--- src/hw/rtl/slt_pkg.sv ---
// Package for the sorted list table: sizes, action and status codes, FSM states
// and the structs passed between the controller, the RAM port and the output stage.
// No dependencies.
package slt_pkg;

  localparam int DEPTH  = 16;
  localparam int DATA_W = 32;
  localparam int AW     = (DEPTH > 1) ? $clog2(DEPTH) : 1;
  localparam int CW     = $clog2(DEPTH + 1);
  localparam int ACT_W  = 3;
  localparam int STAT_W = 3;
  localparam int ECNT_W = 5;

  typedef enum logic [ACT_W-1:0] {
    ACT_INSERT    = 3'd0,
    ACT_READ_ASC  = 3'd1,
    ACT_READ_DESC = 3'd2,
    ACT_DELETE    = 3'd3,
    ACT_SEARCH    = 3'd4,
    ACT_GET_NTH   = 3'd5
  } action_t;

  typedef enum logic [STAT_W-1:0] {
    ST_OK       = 3'd0,
    ST_FULL     = 3'd1,
    ST_EMPTY    = 3'd2,
    ST_NOTFOUND = 3'd3,
    ST_BADPOS   = 3'd4
  } status_t;

  typedef enum logic [2:0] {
    S_IDLE,
    S_START,
    S_INS_SCAN,
    S_INS_LAST,
    S_FIND,
    S_STREAM,
    S_GET,
    S_DONE
  } state_t;

  typedef struct packed {
    logic              rd_en;
    logic [AW-1:0]     rd_addr;
    logic              wr_en;
    logic [AW-1:0]     wr_addr;
    logic [DATA_W-1:0] wr_data;
  } ram_req_t;

  typedef struct packed {
    logic              valid;
    logic [DATA_W-1:0] value;
    status_t           status;
    logic [ECNT_W-1:0] entry_count;
    logic              last;
  } res_t;

endpackage

--- src/hw/rtl/sorted_list_table_top.sv ---
// Sorted list table: up to DEPTH signed 32-bit entries held in nondecreasing order.
// Requests arrive on in_ (in_action, in_operand) with valid/ready; results leave on
// out_ with valid/ready, one item per request except reads, which give one item
// per entry with out_last on the final one.
// Actions: insert, read ascending, read descending, delete first match, search,
// get the entry at a 1-based rank. Codes six and seven are dropped with no result.
// Reads give one item per cycle while out_ready stays high.
// Every step is one read of the entry RAM (registered read) plus at most one
// write-back.
// One request is worked at a time; in_ready rises once the last result is in the
// output register, so the next request is taken while that result waits.
// Reset empties the table (count zero); RAM contents are not cleared.
// A stalled receiver holds the output register; streaming reads pause with it.
module sorted_list_table_top (
  input  logic                       clk,
  input  logic                       rst_n,
  input  logic                       in_valid,
  output logic                       in_ready,
  input  logic [slt_pkg::ACT_W-1:0]  in_action,
  input  logic [slt_pkg::DATA_W-1:0] in_operand,
  output logic                       out_valid,
  input  logic                       out_ready,
  output logic [slt_pkg::DATA_W-1:0] out_result_value,
  output logic [slt_pkg::STAT_W-1:0] out_status,
  output logic [slt_pkg::ECNT_W-1:0] out_entry_count,
  output logic                       out_last
);
  import slt_pkg::*;

  ram_req_t          ram_req;
  logic [DATA_W-1:0] rd_data;
  logic              slot_free;
  res_t              res;

  slt_ram #(
    .W (DATA_W),
    .D (DEPTH)
  ) u_ram (
    .clk     (clk),
    .wr_en   (ram_req.wr_en),
    .wr_addr (ram_req.wr_addr),
    .wr_data (ram_req.wr_data),
    .rd_en   (ram_req.rd_en),
    .rd_addr (ram_req.rd_addr),
    .rd_data (rd_data)
  );

  slt_ctrl u_ctrl (
    .clk        (clk),
    .rst_n      (rst_n),
    .in_valid   (in_valid),
    .in_ready   (in_ready),
    .in_action  (in_action),
    .in_operand (in_operand),
    .ram_req    (ram_req),
    .rd_data    (rd_data),
    .slot_free  (slot_free),
    .res        (res)
  );

  slt_outreg u_outreg (
    .clk              (clk),
    .rst_n            (rst_n),
    .res              (res),
    .slot_free        (slot_free),
    .out_valid        (out_valid),
    .out_ready        (out_ready),
    .out_result_value (out_result_value),
    .out_status       (out_status),
    .out_entry_count  (out_entry_count),
    .out_last         (out_last)
  );

  // shifting never writes the entry being fetched in the same cycle
  a_no_rw_clash: assert property (@(posedge clk) disable iff (!rst_n)
    ram_req.wr_en && ram_req.rd_en |-> ram_req.wr_addr != ram_req.rd_addr)
    else $error("RAM read and write hit the same entry");

  // no table write while waiting for a request
  a_idle_no_write: assert property (@(posedge clk) disable iff (!rst_n)
    in_ready |-> !ram_req.wr_en)
    else $error("RAM written while idle");

  // a result is only produced while a request is being worked
  a_res_busy: assert property (@(posedge clk) disable iff (!rst_n)
    res.valid |-> !in_ready)
    else $error("result produced while idle");

  // items before the last of a stream always carry ok
  a_stream_ok: assert property (@(posedge clk) disable iff (!rst_n)
    out_valid && !out_last |-> out_status == ST_OK)
    else $error("non-final result item with error status");

endmodule

--- src/hw/rtl/slt_ram.sv ---
// Generic single-port-write, single-port-read RAM with registered read data.
// Read data holds while rd_en is low. No dependencies.
module slt_ram #(
  parameter int W = 32,
  parameter int D = 16
) (
  input  logic                                 clk,
  input  logic                                 wr_en,
  input  logic [((D > 1) ? $clog2(D) : 1)-1:0] wr_addr,
  input  logic [W-1:0]                         wr_data,
  input  logic                                 rd_en,
  input  logic [((D > 1) ? $clog2(D) : 1)-1:0] rd_addr,
  output logic [W-1:0]                         rd_data
);

  logic [W-1:0] mem [D];

  always_ff @(posedge clk) begin
    if (wr_en) begin
      mem[wr_addr] <= wr_data;
    end
    if (rd_en) begin
      rd_data <= mem[rd_addr];
    end
  end

endmodule

--- src/hw/rtl/slt_outreg.sv ---
// Result register between the controller and the out_ channel.
// Depends on slt_pkg (res_t).
module slt_outreg (
  input  logic                       clk,
  input  logic                       rst_n,
  input  slt_pkg::res_t              res,
  output logic                       slot_free,
  output logic                       out_valid,
  input  logic                       out_ready,
  output logic [slt_pkg::DATA_W-1:0] out_result_value,
  output logic [slt_pkg::STAT_W-1:0] out_status,
  output logic [slt_pkg::ECNT_W-1:0] out_entry_count,
  output logic                       out_last
);
  import slt_pkg::*;

  logic              valid_r;
  logic [DATA_W-1:0] value_r;
  status_t           status_r;
  logic [ECNT_W-1:0] ecnt_r;
  logic              last_r;

  assign slot_free = !valid_r || out_ready;

  always_ff @(posedge clk) begin
    if (!rst_n) begin
      valid_r <= 1'b0;
    end else if (slot_free) begin
      valid_r <= res.valid;
    end
    if (slot_free && res.valid) begin
      value_r  <= res.value;
      status_r <= res.status;
      ecnt_r   <= res.entry_count;
      last_r   <= res.last;
    end
  end

  assign out_valid        = valid_r;
  assign out_result_value = value_r;
  assign out_status       = status_r;
  assign out_entry_count  = ecnt_r;
  assign out_last         = last_r;

endmodule

--- src/hw/rtl/slt_ctrl.sv ---
// Controller of the sorted list table: sequences reads, compares and write-backs
// on the entry RAM for each request. Depends on slt_pkg.
module slt_ctrl (
  input  logic                       clk,
  input  logic                       rst_n,
  input  logic                       in_valid,
  output logic                       in_ready,
  input  logic [slt_pkg::ACT_W-1:0]  in_action,
  input  logic [slt_pkg::DATA_W-1:0] in_operand,
  output slt_pkg::ram_req_t          ram_req,
  input  logic [slt_pkg::DATA_W-1:0] rd_data,
  input  logic                       slot_free,
  output slt_pkg::res_t              res
);
  import slt_pkg::*;

  state_t            state_r, state_nxt;
  logic [ACT_W-1:0]  act_r;
  logic [DATA_W-1:0] val_r;
  logic [AW-1:0]     idx_r, idx_nxt;
  logic [CW-1:0]     cnt_r, cnt_nxt;
  logic [CW-1:0]     n_r, n_nxt;
  logic              found_r, found_nxt;
  logic              dv_r, dv_nxt;
  status_t           st_r, st_nxt;
  logic [DATA_W-1:0] value_r, value_nxt;

  logic              cnt_full, cnt_zero, idx_at_end, rank_bad;
  logic [CW-1:0]     cnt_m1;
  logic              greater, match, is_read, is_find;
  logic              strm_load, strm_issue, strm_last;
  logic [AW-1:0]     strm_addr;

  assign in_ready   = (state_r == S_IDLE);
  assign cnt_full   = (cnt_r == CW'(DEPTH));
  assign cnt_zero   = (cnt_r == '0);
  assign cnt_m1     = cnt_r - CW'(1);
  assign idx_at_end = (CW'(idx_r) == cnt_m1);
  assign rank_bad   = (val_r == '0) || val_r[DATA_W-1] || (val_r > DATA_W'(cnt_r));
  assign greater    = $signed(rd_data) > $signed(val_r);
  assign match      = (rd_data == val_r);
  assign is_read    = (act_r == ACT_READ_ASC) || (act_r == ACT_READ_DESC);
  assign is_find    = (act_r == ACT_DELETE) || (act_r == ACT_SEARCH);

  // Streaming: RAM output holds the entry issued last; it moves on once loaded.
  assign strm_load  = dv_r && slot_free;
  assign strm_issue = (n_r != cnt_r) && (!dv_r || strm_load);
  assign strm_last  = (n_r == cnt_r);
  assign strm_addr  = (act_r == ACT_READ_ASC) ? n_r[AW-1:0] : AW'(cnt_m1 - n_r);

  // Next state
  always_comb begin
    state_nxt = state_r;
    unique case (state_r)
      S_IDLE: begin
        if (in_valid) state_nxt = S_START;
      end
      S_START: begin
        priority if (act_r == ACT_INSERT) begin
          state_nxt = (cnt_full || cnt_zero) ? S_DONE : S_INS_SCAN;
        end else if (is_read) begin
          state_nxt = cnt_zero ? S_DONE : S_STREAM;
        end else if (is_find) begin
          state_nxt = cnt_zero ? S_DONE : S_FIND;
        end else if (act_r == ACT_GET_NTH) begin
          state_nxt = rank_bad ? S_DONE : S_GET;
        end else begin
          state_nxt = S_IDLE;
        end
      end
      S_INS_SCAN: begin
        if (!greater) state_nxt = S_DONE;
        else if (idx_r == '0) state_nxt = S_INS_LAST;
      end
      S_INS_LAST: state_nxt = S_DONE;
      S_FIND: begin
        if ((act_r == ACT_SEARCH && match) || idx_at_end) state_nxt = S_DONE;
      end
      S_STREAM: begin
        if (strm_load && strm_last) state_nxt = S_IDLE;
      end
      S_GET: state_nxt = S_DONE;
      S_DONE: begin
        if (slot_free) state_nxt = S_IDLE;
      end
      default: state_nxt = S_IDLE;
    endcase
  end

  // Datapath and outputs
  always_comb begin
    idx_nxt   = idx_r;
    cnt_nxt   = cnt_r;
    n_nxt     = n_r;
    found_nxt = found_r;
    dv_nxt    = dv_r;
    st_nxt    = st_r;
    value_nxt = value_r;
    ram_req   = '0;
    res       = '0;
    res.entry_count = ECNT_W'(cnt_r);
    res.status      = st_r;

    unique case (state_r)
      S_IDLE: ;
      S_START: begin
        value_nxt = '0;
        st_nxt    = ST_OK;
        priority if (act_r == ACT_INSERT) begin
          priority if (cnt_full) begin
            st_nxt = ST_FULL;
          end else if (cnt_zero) begin
            ram_req.wr_en   = 1'b1;
            ram_req.wr_addr = '0;
            ram_req.wr_data = val_r;
            cnt_nxt         = cnt_r + CW'(1);
          end else begin
            ram_req.rd_en   = 1'b1;
            ram_req.rd_addr = AW'(cnt_m1);
            idx_nxt         = AW'(cnt_m1);
          end
        end else if (is_read) begin
          if (cnt_zero) st_nxt = ST_EMPTY;
          n_nxt  = '0;
          dv_nxt = 1'b0;
        end else if (is_find) begin
          if (cnt_zero) st_nxt = ST_NOTFOUND;
          ram_req.rd_en   = !cnt_zero;
          ram_req.rd_addr = '0;
          idx_nxt         = '0;
          found_nxt       = 1'b0;
        end else if (act_r == ACT_GET_NTH) begin
          if (rank_bad) st_nxt = ST_BADPOS;
          ram_req.rd_en   = !rank_bad;
          ram_req.rd_addr = AW'(val_r - DATA_W'(1));
        end else begin
          st_nxt = st_r;
        end
      end
      S_INS_SCAN: begin
        // walk down from the top, moving larger entries up one place
        ram_req.wr_en   = 1'b1;
        ram_req.wr_addr = idx_r + AW'(1);
        if (greater) begin
          ram_req.wr_data = rd_data;
          if (idx_r != '0) begin
            ram_req.rd_en   = 1'b1;
            ram_req.rd_addr = idx_r - AW'(1);
            idx_nxt         = idx_r - AW'(1);
          end
        end else begin
          ram_req.wr_data = val_r;
          cnt_nxt         = cnt_r + CW'(1);
        end
      end
      S_INS_LAST: begin
        ram_req.wr_en   = 1'b1;
        ram_req.wr_addr = '0;
        ram_req.wr_data = val_r;
        cnt_nxt         = cnt_r + CW'(1);
      end
      S_FIND: begin
        found_nxt = found_r || match;
        // after the match, each later entry shifts down one place
        if (act_r == ACT_DELETE && found_r) begin
          ram_req.wr_en   = 1'b1;
          ram_req.wr_addr = idx_r - AW'(1);
          ram_req.wr_data = rd_data;
        end
        priority if (act_r == ACT_SEARCH && match) begin
          st_nxt = ST_OK;
        end else if (idx_at_end) begin
          if (found_r || match) begin
            st_nxt = ST_OK;
            if (act_r == ACT_DELETE) cnt_nxt = cnt_m1;
          end else begin
            st_nxt = ST_NOTFOUND;
          end
        end else begin
          ram_req.rd_en   = 1'b1;
          ram_req.rd_addr = idx_r + AW'(1);
          idx_nxt         = idx_r + AW'(1);
        end
      end
      S_STREAM: begin
        res.valid  = strm_load;
        res.value  = rd_data;
        res.status = ST_OK;
        res.last   = strm_last;
        if (strm_issue) begin
          ram_req.rd_en   = 1'b1;
          ram_req.rd_addr = strm_addr;
          n_nxt           = n_r + CW'(1);
        end
        dv_nxt = strm_issue ? 1'b1 : (strm_load ? 1'b0 : dv_r);
      end
      S_GET: value_nxt = rd_data;
      S_DONE: begin
        res.valid = slot_free;
        res.value = value_r;
        res.last  = 1'b1;
      end
      default: ;
    endcase
  end

  always_ff @(posedge clk) begin
    if (!rst_n) begin
      state_r <= S_IDLE;
      cnt_r   <= '0;
      dv_r    <= 1'b0;
    end else begin
      state_r <= state_nxt;
      cnt_r   <= cnt_nxt;
      dv_r    <= dv_nxt;
    end
    if (in_valid && in_ready) begin
      act_r <= in_action;
      val_r <= in_operand;
    end
    idx_r   <= idx_nxt;
    n_r     <= n_nxt;
    found_r <= found_nxt;
    st_r    <= st_nxt;
    value_r <= value_nxt;
  end

endmodule

--- config.mk ---
export PLATFORM = sky130hd
export DESIGN_NAME = sorted_list_table_top
export DESIGN_NICKNAME = d
export VERILOG_FILES = /design/src/hw/rtl/slt_pkg.sv /design/src/hw/rtl/sorted_list_table_top.sv /design/src/hw/rtl/slt_ram.sv /design/src/hw/rtl/slt_outreg.sv /design/src/hw/rtl/slt_ctrl.sv
export SDC_FILE = /design/constraint.sdc
export NUM_CORES = 1
export LEC_CHECK = 0
export ABC_AREA = 1
export BUFFER_PORTS_ARGS = -buffer_cell sky130_fd_sc_hd__clkbuf_2
export CAP_MARGIN = 20
export CORE_AREA = 5 5 327 329
export CTS_BUF_LIST = sky130_fd_sc_hd__clkbuf_4
export DETAILED_ROUTE_END_ITERATION = 6
export DIE_AREA = 0 0 332 334
export HOLD_SLACK_MARGIN = 0.02
export PLACE_DENSITY_LB_ADDON = 0.12
export SETUP_SLACK_MARGIN = 0.3
export SYNTH_ARGS = -nofsm -noshare
export SYNTH_HDL_FRONTEND = slang
export SYNTH_HIERARCHICAL = 1
export SYNTH_SLANG_ARGS = --single-unit
--- constraint.sdc ---
create_clock -name clk -period 3.2 [get_ports clk]
set_input_delay 0.16 -clock clk [delete_from_list [all_inputs] [get_ports clk]]
set_output_delay 0.16 -clock clk [all_outputs]
set_load 0.05 [all_outputs]
Word-level counts from Yosys, hierarchy flattened

Memories as Yosys holds them, arrays and structs flattened. A register that Yosys moved wholly into a read port is not among the register bits.
Cells that the tools add are included.

Input bits: 39
Memory bits (writable): 512
Register bits after elaboration: 131
Output and inout port bits: 43
Memories: 1

Memories:

| memory    | words | width | read ports | clocked after memory_dff | wr ports | line          | source |
|---|---|---|---|---|---|---|---|
| u_ram.mem | 16    | 32    | 1          | 1                        | 1        | slt_ram.sv:16 | `logic [W-1:0] mem [D];` |

Add/sub/neg operators: 7
Muxes and demuxes: 82
$lt $le $gt $ge: 2
Eq/ne operators: 45
Reductions and logical operators: 39

Operator list:

| operator                                               | number |
|---|---|
| one-hot mux 37 bit (4 select lines)                    | 1 |
| two-way mux 37 bit                                     | 3 |
| two-way mux 5 bit                                      | 21 |
| one-hot mux 33 bit (2 select lines)                    | 1 |
| one-hot mux 32 bit (2 select lines)                    | 1 |
| two-way mux 3 bit                                      | 18 |
| two-way mux 42 bit                                     | 1 |
| two-way mux 4 bit                                      | 10 |
| one-hot mux 5 bit (4 select lines)                     | 2 |
| == test 32 bit                                         | 1 |
| greater-than comparator 32 bit                         | 1 |
| greater-than comparator 32 x 5 -> 1 bit                | 1 |
| zero test 32 bit                                       | 1 |
| two-way mux 32 bit                                     | 1 |
| inequality test 2 x 1 -> 1 bit (second input constant) | 13 |
| one-hot mux 3 bit (7 select lines)                     | 1 |
| == test 3 bit (second input constant)                  | 6 |
| AND reduction 9 bit                                    | 2 |
| inequality test 2 bit (second input constant)          | 7 |
| == test 3 x 2 -> 1 bit (second input constant)         | 4 |
| inequality test 3 bit (second input constant)          | 4 |
| one-hot mux 4 bit (3 select lines)                     | 1 |
| AND reduction 4 bit                                    | 3 |
| two-way mux 1 bit                                      | 11 |
| other kinds (28)                                       | 60 |

Longest topological paths before layout

Word-level depth: 9
Gate-level depth with buffers: 29
Mapped depth without buffers: 26

By module

The synthesis kept the hierarchy.

Modules (own cells, without submodules):

| module     | area each (sq um) | cells each | instances | sequential area each (sq um) |
|---|---|---|---|---|
| slt_ram    | 23050.9           | 2120       | 1         | 16335.7 |
| slt_ctrl   | 6397.4            | 832        | 1         | 2582.5 |
| slt_outreg | 1282.5            | 48         | 1         | 1251.2 |

Worst setup path before layout

Ideal clock, no wire load.

Path kind: register to register
From: register u_ctrl.state_r[0]
To: memory u_ram.mem[12][0], enable pin
Path buffers: 1
Arrival: 2.961 ns
Period minus slack after synthesis: 3.382 ns
Path slack: -0.182 ns
Cell stages (with the launch flop): 9
Data required time: 2.779 ns
Cells stage by stage: dfxtp_1 -> nor2_1 -> nand2_2 -> inv_2 -> clkbuf_1 -> nand2_1 -> o21ai_0 -> nand3_1 -> nor2_1

RTL lines:

| element                  | line            | source |
|---|---|---|
| start: declaration       | slt_ctrl.sv:17  | `state_t state_r, state_nxt;` |
| start signal: assignment | slt_ctrl.sv:213 | `state_r <= state_nxt;` |
| end: declaration         | slt_ram.sv:16   |  |

==> reports/qor.yml <==
placed_design:
  hpwl_um: 60360
  numPortBuffers: 81
  gp_congestion: 0.8259
synthesis:
  synth_most_common_cell: "nand2_1"
  synth_area_leader_cell: "edfxtp_1"
  synth-main-ff-cell: "edfxtp_1"
  synth_common_cells: "nand2_1, edfxtp_1, inv_1, nand3_1, nor2_1"
  yosysSeqAreaShare: 0.6563
  synth_fp_nets: 3087
  syn_inst: 3000
  syn_area_per_cell_um2: 10.24
  synth.cell_area_um2: 30730
  synthArstFlopShare: 0
  synth_edf_count: 665
  synth-seq-cells: 675
  synth_top_area_share: 0.6498
  yosys_warnings: 6
  synth_area_leaders: "edfxtp_1, nand2_1, nand3_1, inv_1, ha_1"
  synth_cell_types: 45
clock_tree:
  htree_num_levels: 4
  clk_latency_ns: 1.05
  clockBufferDepth: 3
  cts_sinks: 675
  root_buffer: "clkbuf_4"
  tritoncts: "built"
  clk_pin_slew_worst_paths_ns: 0.07
  numCtsBuffers: 189
global_route:
  grt_pass1_vias: 23380
  grt_use_total: 0.1706
  grt-ovfl-total: 0
  grt_max_degree: 39
  grt_pass1_wl_um: 143600
  antenna_found_initial: 2
sta:
  tightest_slew_ns: 0.6274
  slew_headroom: 0.5808
  fmax_mhz: 277.6
  fin_skew_ns: 0.09688
  setup_ws_ns: -0.4017
  hold_violations: 0
  min_period_ns: 3.602
  setup_tns_ns: -92.80
  final-max-slew-violation-count: 0
  finalCritPeriodShare: 1.126
  final-setup-viol-count: 576
  rsz0062_at_grt: "yes"
layout:
  drive_above_1_share: 0.2914
  nets: 3714
  areaGrowthSynthToFinish_pct: 37.24
  final_core_util: 0.4087
worst_setup_path:
  rrSetupSlack_ns: -0.40
  cp_max_fo: 10
  cp_data_required_time_ns: 4.08
  arrival_ns: 4.48
  critPathKind: "flip-flop to flip-flop"
  end_kind: "flip-flop"
  start_kind: "flip-flop"
  ff2ff_path_depth: 22
power:
  power_density_nw_per_um2: 987.0
  ir_worst_vdd_mv: 0.5099
  p_total_uw: 41630
  leakagePower_uw: 0.01829
routing:
  ant_nets: 0
  drcViolationCount: 0
  vias: 23390
  vias_per_cell: 4.538
  wl_per_cell_um: 19.70
  drtIter0Drc: 1597
  wirelength_um: 101600
  drt_pass1_iterations: 6
floorplanning:
  pin_count: 82
  die_x_um: 332
  num_rows: 118
  start_util: 0.2978
  die_area_um2: 110900
  die_h_um: 334
  core-area_um2: 103200
outcome:
  violations: "negative setup slack"
  status: "finished, violations left"
run:
  cap_violations: 0
min_path:
  holdPathStages: 9
  min_path_type: "primary input to flip-flop"
## final timing paths
path / startpoint / endpoint
max: u_ram/rd_data[25]$_DFFE_PP_ / u_ram/rd_data[23]$_DFFE_PP_
min: in_valid / u_ctrl/state_r[2]$_SDFFE_PN0P_
max reg2reg: u_ram/rd_data[25]$_DFFE_PP_ / u_ram/rd_data[23]$_DFFE_PP_
min reg2reg: u_ctrl/dv_r$_SDFFE_PN0P_ / u_ctrl/dv_r$_SDFFE_PN0P_
## routing by layer
metal  up-vias  track usage  wire, um
li1      11220            -         -
met1     11370       0.2314     46100
met2       649       0.2793     48130
met3       155      0.03145      5191
met4         0      0.05430      2134
met5         -            0         0
## report_power, final
part	internal (uW)	switching (uW)
Combinational	9180	12200
Clock	4080	3700
Sequential	11900	597
## cell families (layout without fill, tap and decap cells)
logic type               count (synthesis)  count (layout)  synth area share
XOR/XNOR                                14              14          0.003990
AO/OA/AOI/OAI                          114             114           0.02052
AND/OR/NAND/NOR                       1495            1495            0.2074
buffers and inverters                  654            1425           0.09193
flip-flops                             675             675            0.6563
adder cells (fa/ha/maj)                 48              48           0.01979
other                                    0               4                 0
## cell usage in the layout (no fill, tap or decap), types with 6 or more instances in the layout
| master | count |
|---|---|
| nand2_1 | 797 |
| edfxtp_1 | 665 |
| inv_1 | 514 |
| nand3_1 | 288 |
| clkbuf_4 | 280 |
| buf_4 | 214 |
| nand3_2 | 152 |
| buf_12 | 103 |
| nor2_1 | 98 |
| clkbuf_2 | 81 |
| dlygate4sd3_1 | 77 |
| nand2_2 | 56 |
| o21ai_0 | 55 |
| ha_1 | 43 |
| buf_6 | 38 |
| clkinv_1 | 37 |
| clkbuf_16 | 31 |
| a21oi_1 | 28 |
| nand2_4 | 20 |
| nor2_4 | 20 |
| nand2_8 | 16 |
| nand4_1 | 15 |
| nand3_4 | 13 |
| buf_8 | 12 |
| inv_2 | 11 |
| xor2_1 | 10 |
| buf_16 | 9 |
| dfxtp_1 | 8 |
| clkinv_2 | 6 |
## critical path: stages, from the launching register on
cell and delay, ns:
edfxtp_1 0.53, ha_1 0.38, a21oi_2 0.16, o21ai_1 0.09, nand2_1 0.08, nand2_2 0.06
a21oi_2 0.15, buf_4 0.15, nand2_2 0.05, nand2_2 0.07, nand2_4 0.07, buf_4 0.14
buf_6 0.11, nand2_4 0.04, nor2_1 0.04, nand2_1 0.06, nand4_1 0.21, buf_12 0.22
inv_1 0.14, buf_12 0.21, buf_4 0.16, nand3_2 0.10, nand2_2 0.16
## through the flow
stage | area (um^2) | cells | setup WS, ns | hold slack, ns
2_1_floorplan | 30800 | 3000 | -0.1821 | 0.2589
3_3_place_gp | 35670 | 4637 | -0.6408 | 0.3398
3_5_place_dp | 35670 | 4637 | -0.6078 | 0.3386
4_1_cts | 40020 | 5076 | -0.4064 | 0.1665
5_1_grt | 42170 | 5152 | -0.4994 | 0.2500
6_report | 42180 | 5155 | -0.4017 | 0.3306
## registers in the layout (all words and copies together), names as in the netlist, 4 cells and up
name and count:
u_ctrl/cnt_r 5, u_ctrl/val_r 32, u_outreg/out_result_value 32, u_ram/mem 512
u_ctrl/value_r 32, u_ctrl/n_r 5, u_ctrl/idx_r 4, u_outreg/out_entry_count 5
u_ram/rd_data 32
## layout make-up
| class | instances | area [um^2] |
|---|---|---|
| Timing Repair Buffer | 566 | 6509 |
| Tap cell | 1380 | 1727 |
| Inverter | 524 | 2003 |
| Antenna cell | 4 | 10.01 |
| Multi-Input combinational cell | 1671 | 9379 |
| Clock inverter | 55 | 274.0 |
| Sequential cell | 675 | 20170 |
| Fill cell | 10030 | 61030 |
| Clock buffer | 280 | 2102 |
## repair_timing
item	CTS	global route
endpoints found under the hold margin	121	0
pin swaps	86	69
setup buffers	22	43
resized for setup	190	237
setup endpoints to repair	1003	1094
hold buffers	77	0
cloned	5	32
(Power assumes the default switching activity.)
